===== src/rtl/core/wes_pkg.sv =====
`timescale 1ns / 1ps

package wes_pkg;

    // width of the window half-size register, fixed by the register map
    localparam int WIN_W = 31;

    // configuration register indexes
    localparam int CFG_IDX_W = 2;
    localparam logic [CFG_IDX_W-1:0] REG_SNAP_MODE   = 2'd0;
    localparam logic [CFG_IDX_W-1:0] REG_CLICK       = 2'd1;
    localparam logic [CFG_IDX_W-1:0] REG_WINDOW_SIZE = 2'd2;

    typedef enum logic [1:0] {
        MODE_NONE = 2'd0,
        MODE_MAX  = 2'd1,
        MODE_MIN  = 2'd2
    } snap_mode_t;

    // per-sample control handed from the window check to the tracker
    typedef struct packed {
        logic step;       // a sample is processed this cycle
        logic in_window;  // finite depth within the window
        logic value_nan;
        logic last;
    } wes_ctl_t;

endpackage


===== src/rtl/core/windowed_extreme_snap.sv =====
`timescale 1ns / 1ps

// Windowed extreme snap: takes (depth, value) samples and tracks the sample of greatest
// (mode 1) or least (mode 2) value whose finite depth lies within window_size of the
// clicked depth; a nan value wins over numbers and holds, ties keep the earlier sample.
// On the word marked tlast one result word is produced: the snapped depth with window_hit
// set, or the clicked depth with window_hit clear when nothing fell in the window or
// snapping is off; the running state then clears for the next curve. Throughput is one
// sample per clock unless stalled, set by the compare-and-select loop on the best-so-far
// registers; a word passes the input and result registers. Users must write registers
// through the cfg port only while no curve is in flight; the block does not enforce it.
module windowed_extreme_snap #(
    parameter int DEPTH_BITS = 32,
    parameter int VALUE_BITS = 32
) (
    input  logic                                        clk,
    input  logic                                        rst_n,
    // config write channel
    input  logic                                        cfg_valid,
    output logic                                        cfg_ready,
    input  logic [wes_pkg::CFG_IDX_W-1:0]               cfg_index,
    input  logic [((DEPTH_BITS > wes_pkg::WIN_W) ? DEPTH_BITS : wes_pkg::WIN_W)-1:0] cfg_data,
    // sample stream
    input  logic                                        s_axis_tvalid,
    output logic                                        s_axis_tready,
    // sample_depth, sample_value, zero pad
    input  logic [((DEPTH_BITS + VALUE_BITS + 7) / 8) * 8 - 1:0] s_axis_tdata,
    // depth_finite, value_nan
    input  logic [1:0]                                  s_axis_tuser,
    input  logic                                        s_axis_tlast,
    // result stream
    output logic                                        m_axis_tvalid,
    input  logic                                        m_axis_tready,
    // snapped_result, zero pad
    output logic [((DEPTH_BITS + 7) / 8) * 8 - 1:0]     m_axis_tdata,
    // window_hit
    output logic [0:0]                                  m_axis_tuser
);
    import wes_pkg::*;

    localparam int OUT_DATA_W = ((DEPTH_BITS + 7) / 8) * 8;

    // configuration registers
    logic [1:0]                     snap_mode_reg;
    logic signed [DEPTH_BITS-1:0]   click_reg;
    logic [WIN_W-1:0]               window_size_reg;

    // input stage
    logic                           s1_valid_reg, s1_valid_next;
    logic signed [DEPTH_BITS-1:0]   s1_depth_reg;
    logic signed [VALUE_BITS-1:0]   s1_value_reg;
    logic                           s1_finite_reg;
    logic                           s1_nan_reg;
    logic                           s1_last_reg;

    // output stage
    logic                           out_valid_reg, out_valid_next;
    logic signed [DEPTH_BITS-1:0]   out_depth_reg;
    logic                           out_hit_reg;

    logic                           advance;
    logic                           in_window;
    wes_ctl_t                       ctl;
    logic signed [DEPTH_BITS-1:0]   result_depth;
    logic                           result_hit;
    logic                           have_best;

    assign cfg_ready = 1'b1;

    always_ff @(posedge clk or negedge rst_n)
    begin
        if (!rst_n)
        begin
            snap_mode_reg   <= MODE_NONE;
            click_reg       <= '0;
            window_size_reg <= '0;
        end
        else if (cfg_valid && cfg_ready)
        begin
            unique case (cfg_index)
                REG_SNAP_MODE:   snap_mode_reg   <= cfg_data[1:0];
                REG_CLICK:       click_reg       <= cfg_data[DEPTH_BITS-1:0];
                REG_WINDOW_SIZE: window_size_reg <= cfg_data[WIN_W-1:0];
                default:         ;
            endcase
        end
    end

    // the whole pipe moves whenever the result register is free
    assign advance        = !out_valid_reg || m_axis_tready;
    assign s_axis_tready  = advance;
    assign s1_valid_next  = advance ? s_axis_tvalid : s1_valid_reg;

    always_ff @(posedge clk or negedge rst_n)
    begin
        if (!rst_n)
            s1_valid_reg <= 1'b0;
        else
            s1_valid_reg <= s1_valid_next;
    end

    always_ff @(posedge clk)
    begin
        if (advance && s_axis_tvalid)
        begin
            s1_depth_reg  <= s_axis_tdata[DEPTH_BITS-1:0];
            s1_value_reg  <= s_axis_tdata[DEPTH_BITS+VALUE_BITS-1:DEPTH_BITS];
            s1_finite_reg <= s_axis_tuser[0];
            s1_nan_reg    <= s_axis_tuser[1];
            s1_last_reg   <= s_axis_tlast;
        end
    end

    wes_window #(
        .DEPTH_BITS (DEPTH_BITS)
    ) u_window (
        .sample_depth (s1_depth_reg),
        .depth_finite (s1_finite_reg),
        .click_pos    (click_reg),
        .window_size  (window_size_reg),
        .in_window    (in_window)
    );

    always_comb
    begin
        ctl.step      = s1_valid_reg && advance;
        ctl.in_window = in_window;
        ctl.value_nan = s1_nan_reg;
        ctl.last      = s1_last_reg;
    end

    wes_track #(
        .DEPTH_BITS (DEPTH_BITS),
        .VALUE_BITS (VALUE_BITS)
    ) u_track (
        .clk          (clk),
        .rst_n        (rst_n),
        .ctl          (ctl),
        .snap_mode    (snap_mode_reg),
        .click_pos    (click_reg),
        .sample_depth (s1_depth_reg),
        .sample_value (s1_value_reg),
        .result_depth (result_depth),
        .result_hit   (result_hit),
        .have_best    (have_best)
    );

    assign out_valid_next = advance ? (ctl.step && ctl.last) : out_valid_reg;

    always_ff @(posedge clk or negedge rst_n)
    begin
        if (!rst_n)
            out_valid_reg <= 1'b0;
        else
            out_valid_reg <= out_valid_next;
    end

    always_ff @(posedge clk)
    begin
        if (ctl.step && ctl.last)
        begin
            out_depth_reg <= result_depth;
            out_hit_reg   <= result_hit;
        end
    end

    assign m_axis_tvalid = out_valid_reg;
    assign m_axis_tdata  = {{(OUT_DATA_W-DEPTH_BITS){1'b0}}, out_depth_reg};
    assign m_axis_tuser  = out_hit_reg;

    // a result word only follows a last sample processed the cycle before
    a_result_from_last: assert property (@(posedge clk) disable iff (!rst_n)
        $rose(out_valid_reg) |-> $past(s1_valid_reg && s1_last_reg && advance))
        else $error("result word without a last sample");

    // a hit needs an active snap mode at the time the result was formed
    a_hit_needs_mode: assert property (@(posedge clk) disable iff (!rst_n)
        $rose(out_valid_reg) && out_hit_reg |->
            ($past(snap_mode_reg) == MODE_MAX || $past(snap_mode_reg) == MODE_MIN))
        else $error("window hit with snapping off");

    // running best is dropped once a curve ends
    a_clear_after_last: assert property (@(posedge clk) disable iff (!rst_n)
        ctl.step && ctl.last |=> !have_best)
        else $error("best not cleared after last sample");

endmodule


===== src/rtl/core/wes_window.sv =====
`timescale 1ns / 1ps

module wes_window #(
    parameter int DEPTH_BITS = 32
) (
    input  logic signed [DEPTH_BITS-1:0]    sample_depth,
    input  logic                            depth_finite,
    input  logic signed [DEPTH_BITS-1:0]    click_pos,
    input  logic [wes_pkg::WIN_W-1:0]       window_size,
    output logic                            in_window
);
    import wes_pkg::*;

    // wide enough for the exact difference and for the window register
    localparam int CMP_W = (DEPTH_BITS + 2 > WIN_W + 2) ? DEPTH_BITS + 2 : WIN_W + 2;

    logic signed [CMP_W-1:0] depth_ext;
    logic signed [CMP_W-1:0] click_ext;
    logic signed [CMP_W-1:0] win_ext;
    logic signed [CMP_W-1:0] diff;

    always_comb
    begin
        depth_ext = {{(CMP_W-DEPTH_BITS){sample_depth[DEPTH_BITS-1]}}, sample_depth};
        click_ext = {{(CMP_W-DEPTH_BITS){click_pos[DEPTH_BITS-1]}}, click_pos};
        win_ext   = {{(CMP_W-WIN_W){1'b0}}, window_size};
        diff      = depth_ext - click_ext;
        in_window = depth_finite && (diff <= win_ext) && (diff >= -win_ext);
    end

endmodule


===== src/rtl/core/wes_track.sv =====
`timescale 1ns / 1ps

module wes_track #(
    parameter int DEPTH_BITS = 32,
    parameter int VALUE_BITS = 32
) (
    input  logic                            clk,
    input  logic                            rst_n,
    input  wes_pkg::wes_ctl_t               ctl,
    input  logic [1:0]                      snap_mode,
    input  logic signed [DEPTH_BITS-1:0]    click_pos,
    input  logic signed [DEPTH_BITS-1:0]    sample_depth,
    input  logic signed [VALUE_BITS-1:0]    sample_value,
    output logic signed [DEPTH_BITS-1:0]    result_depth,
    output logic                            result_hit,
    output logic                            have_best
);
    import wes_pkg::*;

    logic                           have_best_reg, have_best_next;
    logic                           best_nan_reg, best_nan_next;
    logic signed [DEPTH_BITS-1:0]   best_depth_reg, best_depth_next;
    logic signed [VALUE_BITS-1:0]   best_value_reg, best_value_next;

    logic                           active;
    logic                           better;
    logic                           take;
    logic                           have_post;
    logic                           nan_post;
    logic signed [DEPTH_BITS-1:0]   depth_post;
    logic signed [VALUE_BITS-1:0]   value_post;

    always_comb
    begin
        active = (snap_mode == MODE_MAX) || (snap_mode == MODE_MIN);
        better = (snap_mode == MODE_MAX) ? (sample_value > best_value_reg)
                                         : (sample_value < best_value_reg);
        // first sample seeds, first nan wins and holds, ties keep the earlier one
        priority if (!have_best_reg)
            take = 1'b1;
        else if (ctl.value_nan)
            take = !best_nan_reg;
        else
            take = !best_nan_reg && better;

        have_post  = have_best_reg;
        nan_post   = best_nan_reg;
        depth_post = best_depth_reg;
        value_post = best_value_reg;
        if (ctl.step && active && ctl.in_window && take)
        begin
            have_post  = 1'b1;
            nan_post   = ctl.value_nan;
            depth_post = sample_depth;
            value_post = ctl.value_nan ? '0 : sample_value;
        end

        result_hit   = active && have_post;
        result_depth = result_hit ? depth_post : click_pos;

        if (ctl.step && ctl.last)
        begin
            have_best_next  = 1'b0;
            best_nan_next   = 1'b0;
            best_depth_next = '0;
            best_value_next = '0;
        end
        else
        begin
            have_best_next  = have_post;
            best_nan_next   = nan_post;
            best_depth_next = depth_post;
            best_value_next = value_post;
        end
    end

    always_ff @(posedge clk or negedge rst_n)
    begin
        if (!rst_n)
        begin
            have_best_reg  <= 1'b0;
            best_nan_reg   <= 1'b0;
            best_depth_reg <= '0;
            best_value_reg <= '0;
        end
        else
        begin
            have_best_reg  <= have_best_next;
            best_nan_reg   <= best_nan_next;
            best_depth_reg <= best_depth_next;
            best_value_reg <= best_value_next;
        end
    end

    assign have_best = have_best_reg;

endmodule

===== config.mk =====
export PLATFORM = sky130hd
export DESIGN_NAME = windowed_extreme_snap
export DESIGN_NICKNAME = d
export VERILOG_FILES = /design/src/rtl/core/wes_pkg.sv /design/src/rtl/core/windowed_extreme_snap.sv /design/src/rtl/core/wes_window.sv /design/src/rtl/core/wes_track.sv
export SDC_FILE = /design/constraint.sdc
export NUM_CORES = 1
export LEC_CHECK = 0
export BUFFER_PORTS_ARGS = -buffer_cell sky130_fd_sc_hd__clkbuf_2
export CAP_MARGIN = 10
export CORE_UTILIZATION = 60
export CTS_BUF_LIST = sky130_fd_sc_hd__clkbuf_2 sky130_fd_sc_hd__clkbuf_4 sky130_fd_sc_hd__clkbuf_8
export CTS_CLUSTER_SIZE = 20
export DETAILED_ROUTE_END_ITERATION = 12
export PLACE_DENSITY = 0.86
export SYNTH_ARGS = -nofsm -noshare
export SYNTH_HDL_FRONTEND = slang
export SYNTH_SLANG_ARGS = --single-unit

===== constraint.sdc =====
create_clock -name clk -period 6 [get_ports clk]
set_clock_uncertainty 0.1 [all_clocks]
set_input_delay 1.5 -clock clk [delete_from_list [all_inputs] [get_ports clk]]
set_output_delay 1.5 -clock clk [all_outputs]
set_load 0.01 [all_outputs]

# Word level (Yosys, flattened, before mapping)
# Cells that the tools add are included.
# Widths: inputs -> output; s select.
dict set report word_totals {
  in_bits 106
  out_inout_bits 36
  word_cells 58
  regBits 233
}
dict set report op_classes {
  n_reduce_logical 19
  n_lt_le_gt_ge 4
  mux 13
  n_eq_ne 4
  addsub 2
}
# operator count
set ops {}
lappend ops {{$mux 32} 6}
lappend ops {{$ge 34x34->1} 1}
lappend ops {{$le 34x32->1} 1}
lappend ops {{$neg 31->34} 1}
lappend ops {{$sub 32x32->33} 1}
lappend ops {{$gt 32x32->1} 1}
lappend ops {{$lt 32x32->1} 1}
lappend ops {{$logic_and 1x1->1} 10}
lappend ops {{$mux 1} 7}
lappend ops {{$reduce_and 2->1} 3}
lappend ops {{$eq 2x1->1 const B} 2}
lappend ops {{$eq 2x2->1 const B} 2}
lappend ops {{$logic_not 1->1} 2}
lappend ops {{$logic_not 2->1} 1}
lappend ops {{$logic_or 1x1->1} 2}
lappend ops {{$reduce_bool 2->1} 1}

# Depth between registers and ports, before layout
dict set report depth {
  word_depth 9
  ltp_mapped 24
  depth_no_buf 22
}

# Modules after synthesis
# From an unflattened synthesis, not the netlist that was laid out.
dict set report hier_totals {
  hier_cells 1335
  hier_area_um2 13905.8
}
# module area_per_inst_um2 seq_area_each_um2 cells_each n_inst
set modules_own_cells {}
lappend modules_own_cells {windowed_extreme_snap 5694.2 4679.5 250 1}
lappend modules_own_cells {wes_track 4172.8 1651.6 505 1}
lappend modules_own_cells {wes_window 4038.9 0.0 580 1}

# Worst setup path before layout
# No wires, ideal clock.
dict set report synth_path {
  kind {reg2reg}
  from {register click_reg[0]}
  to {register out_depth_reg[10], in the netlist m_axis_tdata[10], data pin}
  t_arrival_ns 4.840
  required_time_ns 5.642
  path_slack_ns 0.802
  path_buffers 1
  period_less_slack_ns 5.198
  stages_incl_launch_ff 23
  setup_ns 0.258
  cell_sequence {dfrtp_1 -> ha_1 -> fa_1 -> and2b_1 -> o2111ai_1 -> a311oi_1 -> nor2_1 -> o31ai_1 -> a311o_1 -> a31oi_1 -> o21ai_0 -> xor2_1 -> ha_1 -> a21o_1 -> a21o_1 -> a21oi_1 -> o21ai_0 -> a222oi_1 -> a21o_1 -> a21oi_2 -> mux2_4 -> buf_6 -> o221a_1}
}
dict set report synth_between {
  elab_chain_len 9
  word_cells_on_any_way 11
  classes_between {add/sub (1); order compare (2); mux (3); reduce/logical (5)}
}
# item line_no
set synth_lines {}
lappend synth_lines {{start, declared} windowed_extreme_snap.sv:45} ;# logic signed [DEPTH_BITS-1:0] click_reg;
lappend synth_lines {{start signal, assigned} windowed_extreme_snap.sv:82} ;# REG_CLICK: click_reg <= cfg_data[DEPTH_BITS-1:0];
lappend synth_lines {{$sub 32x32->33 (*)} wes_window.sv:27} ;# diff = depth_ext - click_ext;
lappend synth_lines {{$le 34x32->1} wes_window.sv:28} ;# in_window = depth_finite && (diff <= win_ext) && (diff >= -win_ext);
lappend synth_lines {{$logic_and 1x1->1} wes_window.sv:28}
lappend synth_lines {{$logic_and 1x1->1 (*)} wes_window.sv:28}
lappend synth_lines {{$logic_and 1x1->1 (*) (2 in series)} wes_track.sv:50} ;# if (ctl.step && active && ctl.in_window && take)
lappend synth_lines {{$mux 1} wes_track.sv:50}
lappend synth_lines {{$logic_and 1x1->1} wes_track.sv:58} ;# result_hit = active && have_post;
lappend synth_lines {{$mux 32 (*)} wes_track.sv:59} ;# result_depth = result_hit ? depth_post : click_pos;
lappend synth_lines {{net result_depth[10]} windowed_extreme_snap.sv:64} ;# logic signed [DEPTH_BITS-1:0] result_depth;
lappend synth_lines {{end signal, assigned} windowed_extreme_snap.sv:162} ;# out_depth_reg <= result_depth;
lappend synth_lines {{end, declared} windowed_extreme_snap.sv:58} ;# logic signed [DEPTH_BITS-1:0] out_depth_reg;
# The timed path passes the listed nets; every way through them passes the cells marked *.
# A chain may end at the register's enable or synchronous reset.

# Worst setup path in the final report
dict set report layout_path {
  from {register s1_depth_reg[0]}
  to {register out_depth_reg[30], in the netlist m_axis_tdata[30], data pin}
}
dict set report layout_between {
  elab_chain_len 9
  word_cells_on_any_way 11
  classes_between {add/sub (1); order compare (2); mux (3); reduce/logical (5)}
}
# item line_no
set layout_lines {}
lappend layout_lines {{start, declared} windowed_extreme_snap.sv:50} ;# logic signed [DEPTH_BITS-1:0] s1_depth_reg;
lappend layout_lines {{start signal, assigned} windowed_extreme_snap.sv:106} ;# s1_depth_reg <= s_axis_tdata[DEPTH_BITS-1:0];
lappend layout_lines {{$sub 32x32->33 (*)} wes_window.sv:27}
lappend layout_lines {{$le 34x32->1} wes_window.sv:28}
lappend layout_lines {{$logic_and 1x1->1} wes_window.sv:28}
lappend layout_lines {{$logic_and 1x1->1 (*)} wes_window.sv:28}
lappend layout_lines {{$logic_and 1x1->1 (*) (2 in series)} wes_track.sv:50}
lappend layout_lines {{$mux 1} wes_track.sv:50}
lappend layout_lines {{$logic_and 1x1->1} wes_track.sv:58}
lappend layout_lines {{$mux 32 (*)} wes_track.sv:59}
lappend layout_lines {{net result_depth[30]} windowed_extreme_snap.sv:64}
# Marks and branches as above.

==> out/metrics.cfg <==
[power_and_ir_drop]
cellPowerDensity_mw_per_mm2 = 368
pwr-share-clk = 0.273
switching_share = 0.356
power.sequential.fraction = 0.370
power_frac_comb = 0.357
totalPowerFinal_mw = 5.74
cellLeakagePower_nw = 6.74
switching_power_summed_over_all_nets_mw = 2.04
cell_internal_pwr_mw = 3.69
peakVddDrop_uv = 286

[run_status]
outcome = finished with violations
failed_checks = design-rule violations

[global_routing]
grt_pass1_wl_microns = 53700
globalRouteMet1Util = 0.397
grt_max_degree = 101
gr-usage-met2 = 0.479
grt-busiest-layer = met2
grt_pass1_vias = 10404
grt_antenna_before_repair = 0
gr-total-overflow = 0
met3_usage_grt = 0.0518
grt_use_total = 0.292

[timing]
fmax_mhz = 177
fin_worst_hold_slack_ns = 0.408
setup-tns-final_ns = 0
final_max_slew_viol_count = 0
fin_crit_ns = 5.66
setup-violations-final = 0
tightestPinTransition_ns = 1.02
grt_setup_unrepaired = false
slew_headroom = 0.318
hold_violation_total_from_the_final_report = 0
period_share = 0.944

[yosys]
async_reset_ff_frac = 0.571
syn_inst = 1260
synth.ff_latch_count = 233
synth_fp_nets = 1497
synth_cell_types = 69
syn-cell-area_sq_mm = 0.0136
synthFlopType = sky130_fd_sc_hd__dfrtp_1
yosysSeqAreaShare = 0.464
syn_avg_cell_area_sq_um = 10.8
yosys_warnings = 0
synth_edf_count = 100

[floorplanning]
dieHeight_microns = 153
core_area_sq_mm = 0.0220
floorplan.rows = 54
ios = 142
die-width_microns = 153
floorplan.initialDensity = 0.619
die_area_sq_mm = 0.0233

[cts]
clk_pin_slew_worst_paths_ns = 0.06
numCtsBuffers = 40
htree_levels = 2
worst_skew_pair.late_latency_ns = 0.56
cts_buffer_depth = 3
cts-root-buf = sky130_fd_sc_hd__clkbuf_8
cts_tree = done
clkSinkCount = 233

[route]
drt-vias-per-instance = 6.12
routed_wl_microns = 34700
route.detailed.wl_per_inst_microns = 20.2
routed_vias = 10545
drt_iter0_markers = 734
drt-pass1-iter-count = 12
route.antenna.remaining_nets = 0
post_route_drc = 1

[run]
timing.max_cap.violations = 0

[finish]
drive_gt1_frac = 0.220
finish.net_count = 1650
ant_diodes = 0
layout.cells.non_filler = 1723
leading_cell_types_in_the_layout_fill_and_taps_excluded = sky130_fd_sc_hd__clkbuf_2 (139), sky130_fd_sc_hd__dfrtp_1 (133), sky130_fd_sc_hd__ha_1 (130)
postLayoutCoreUtil = 0.708
most_common_cell_after_layout_fill_and_taps_aside = sky130_fd_sc_hd__clkbuf_2
layout-area-overhead-vs-synth_pct = 14.5

[critical_path]
setup.worst_path.start_class = flip-flop
critPathArrivalTime_ns = 5.86
critPathRequiredTime_ns = 6.20
critPathMaxFanout = 16
cpMostUsedCell = sky130_fd_sc_hd__a21o_1
regToRegSetupSlack_ns = 0.34
timing.critical_path.to_type = flip-flop
cp_slowest_stage_delay_ns = 0.45
worst-setup-path-type = reg2reg
cell_by_cell_listing_of_the_critical_path = inv_1 -> ha_1 -> fa_1 -> and2b_1 -> o2111ai_1 -> a311oi_2 -> nor2_2 -> o31ai_1 -> buf_4 -> a311o_1 -> a31oi_1 -> o21ai_1 -> xor2_1 -> ha_1 -> a21o_1 -> a21o_1 -> a21oi_1 -> o21ai_0 -> a222oi_1 -> a21o_1 -> a21oi_4 -> mux2_4 -> o221a_1
critical-path-slowest-cell = sky130_fd_sc_hd__mux2_4

[worst_hold_path]
holdCritPathClass = reg2reg

[place]
post-dp-hpwl_microns = 24400
port_buffers = 140
finalWeightedCongestion = 0.958
dp.cells = 1643

## final cells by class
type | instances | area [sq um]
clock inverter | 11 | 125
clock buffer | 61 | 758
fill | 1535 | 6420
inverter | 113 | 424
multi-input combinational | 865 | 6720
timing repair buffer | 160 | 900
sequential | 233 | 6330
tap | 280 | 350
## routing by layer
| metal | up-vias | share of wire |
|---|---|---|
| met1 | 5106 | 0.43 |
| met4 | 0 | 0.029 |
| met5 | - | 0 |
| li1 | 4949 | - |
| met3 | 74 | 0.075 |
| met2 | 416 | 0.46 |
## final timing paths
kind                                            startpoint                                      to  cells past startpoint
max                              s1_depth_reg[0]$_DFFE_PP_              m_axis_tdata[30]$_DFFE_PP_                     23
min                        window_size_reg[18]$_DFFE_PN0P_         window_size_reg[18]$_DFFE_PN0P_                      1
max reg2reg                      s1_depth_reg[0]$_DFFE_PP_              m_axis_tdata[30]$_DFFE_PP_                     23
min reg2reg                window_size_reg[18]$_DFFE_PN0P_         window_size_reg[18]$_DFFE_PN0P_                      1
max in group asynchronous                            rst_n    u_track.best_depth_reg[19]$_DFF_PN0_                      2
min in group asynchronous                            rst_n  u_track.best_value_reg[21]$_DFFE_PN0P_                      1
## Yosys cell counts (21+ instances only)
cell	instances	area, sq um
sky130_fd_sc_hd__o31ai_1	34	255
sky130_fd_sc_hd__mux2_2	65	732
sky130_fd_sc_hd__nand4_1	26	163
sky130_fd_sc_hd__inv_1	112	420
sky130_fd_sc_hd__dfrtp_1	133	3330
sky130_fd_sc_hd__a21oi_1	65	325
sky130_fd_sc_hd__nand4b_1	32	280
sky130_fd_sc_hd__nand2_1	82	308
sky130_fd_sc_hd__nand2b_1	41	257
sky130_fd_sc_hd__xnor2_1	48	420
sky130_fd_sc_hd__o221a_1	30	338
sky130_fd_sc_hd__ha_1	130	1630
sky130_fd_sc_hd__a21o_1	21	158
sky130_fd_sc_hd__nor2_1	42	158
sky130_fd_sc_hd__edfxtp_1	100	3000
sky130_fd_sc_hd__clkbuf_1	25	93.8
sky130_fd_sc_hd__o21ai_0	67	335
sky130_fd_sc_hd__nand3_1	49	245
## metrics by stage
stage,setup slack (ns),instance area (sq um)
6_report,0.339,15600
5_1_grt,0.0540,15600
3_3_place_gp,0.311,14600
3_5_place_dp,0.204,14600
4_1_cts,0.196,15500
2_1_floorplan,0.802,13600
## cells by family after synthesis
logic type	Yosys count	synth area share
adder cells (fa/ha/maj)	131	0.121
other	1	0.000275
buffers and inverters	164	0.0491
flip-flops	233	0.464
multiplexers	68	0.0563
XOR/XNOR	57	0.0366
AND/OR/NAND/NOR	330	0.131
AO/OA/AOI/OAI	276	0.142
## power by group through the flow
stage | combinational (mW) | sequential, mW | clock, mW
4_1_cts | 1.97 | 2.12 | 1.59
3_5_place_dp | 1.95 | 2.14 | 0
6_report | 2.05 | 2.12 | 1.57
3_3_place_gp | 1.89 | 2.13 | 0
2_1_floorplan | 1.42 | 2.08 | 0
5_1_grt | 2.28 | 2.14 | 1.65
## critical path: cells and delay by family (launching register included)
kind | cells | cell delay, ns
AO/OA/AOI/OAI | 14 | 2.92
XOR/XNOR | 1 | 0.18
adder cells (fa/ha/maj) | 3 | 0.64
buffers and inverters | 2 | 0.26
flip-flops | 1 | 0.39
multiplexers | 1 | 0.45
AND/OR/NAND/NOR | 2 | 0.45
## repair_timing
item / in CTS / in global routing
hold endpoints to repair: 0 / 0
resized for setup: 0 / 12
buffers inserted: 0 / 4
hold buffers: 0 / 0
endpoints found under the setup margin: 0 / 86
Power figures use the tool's default switching activity.
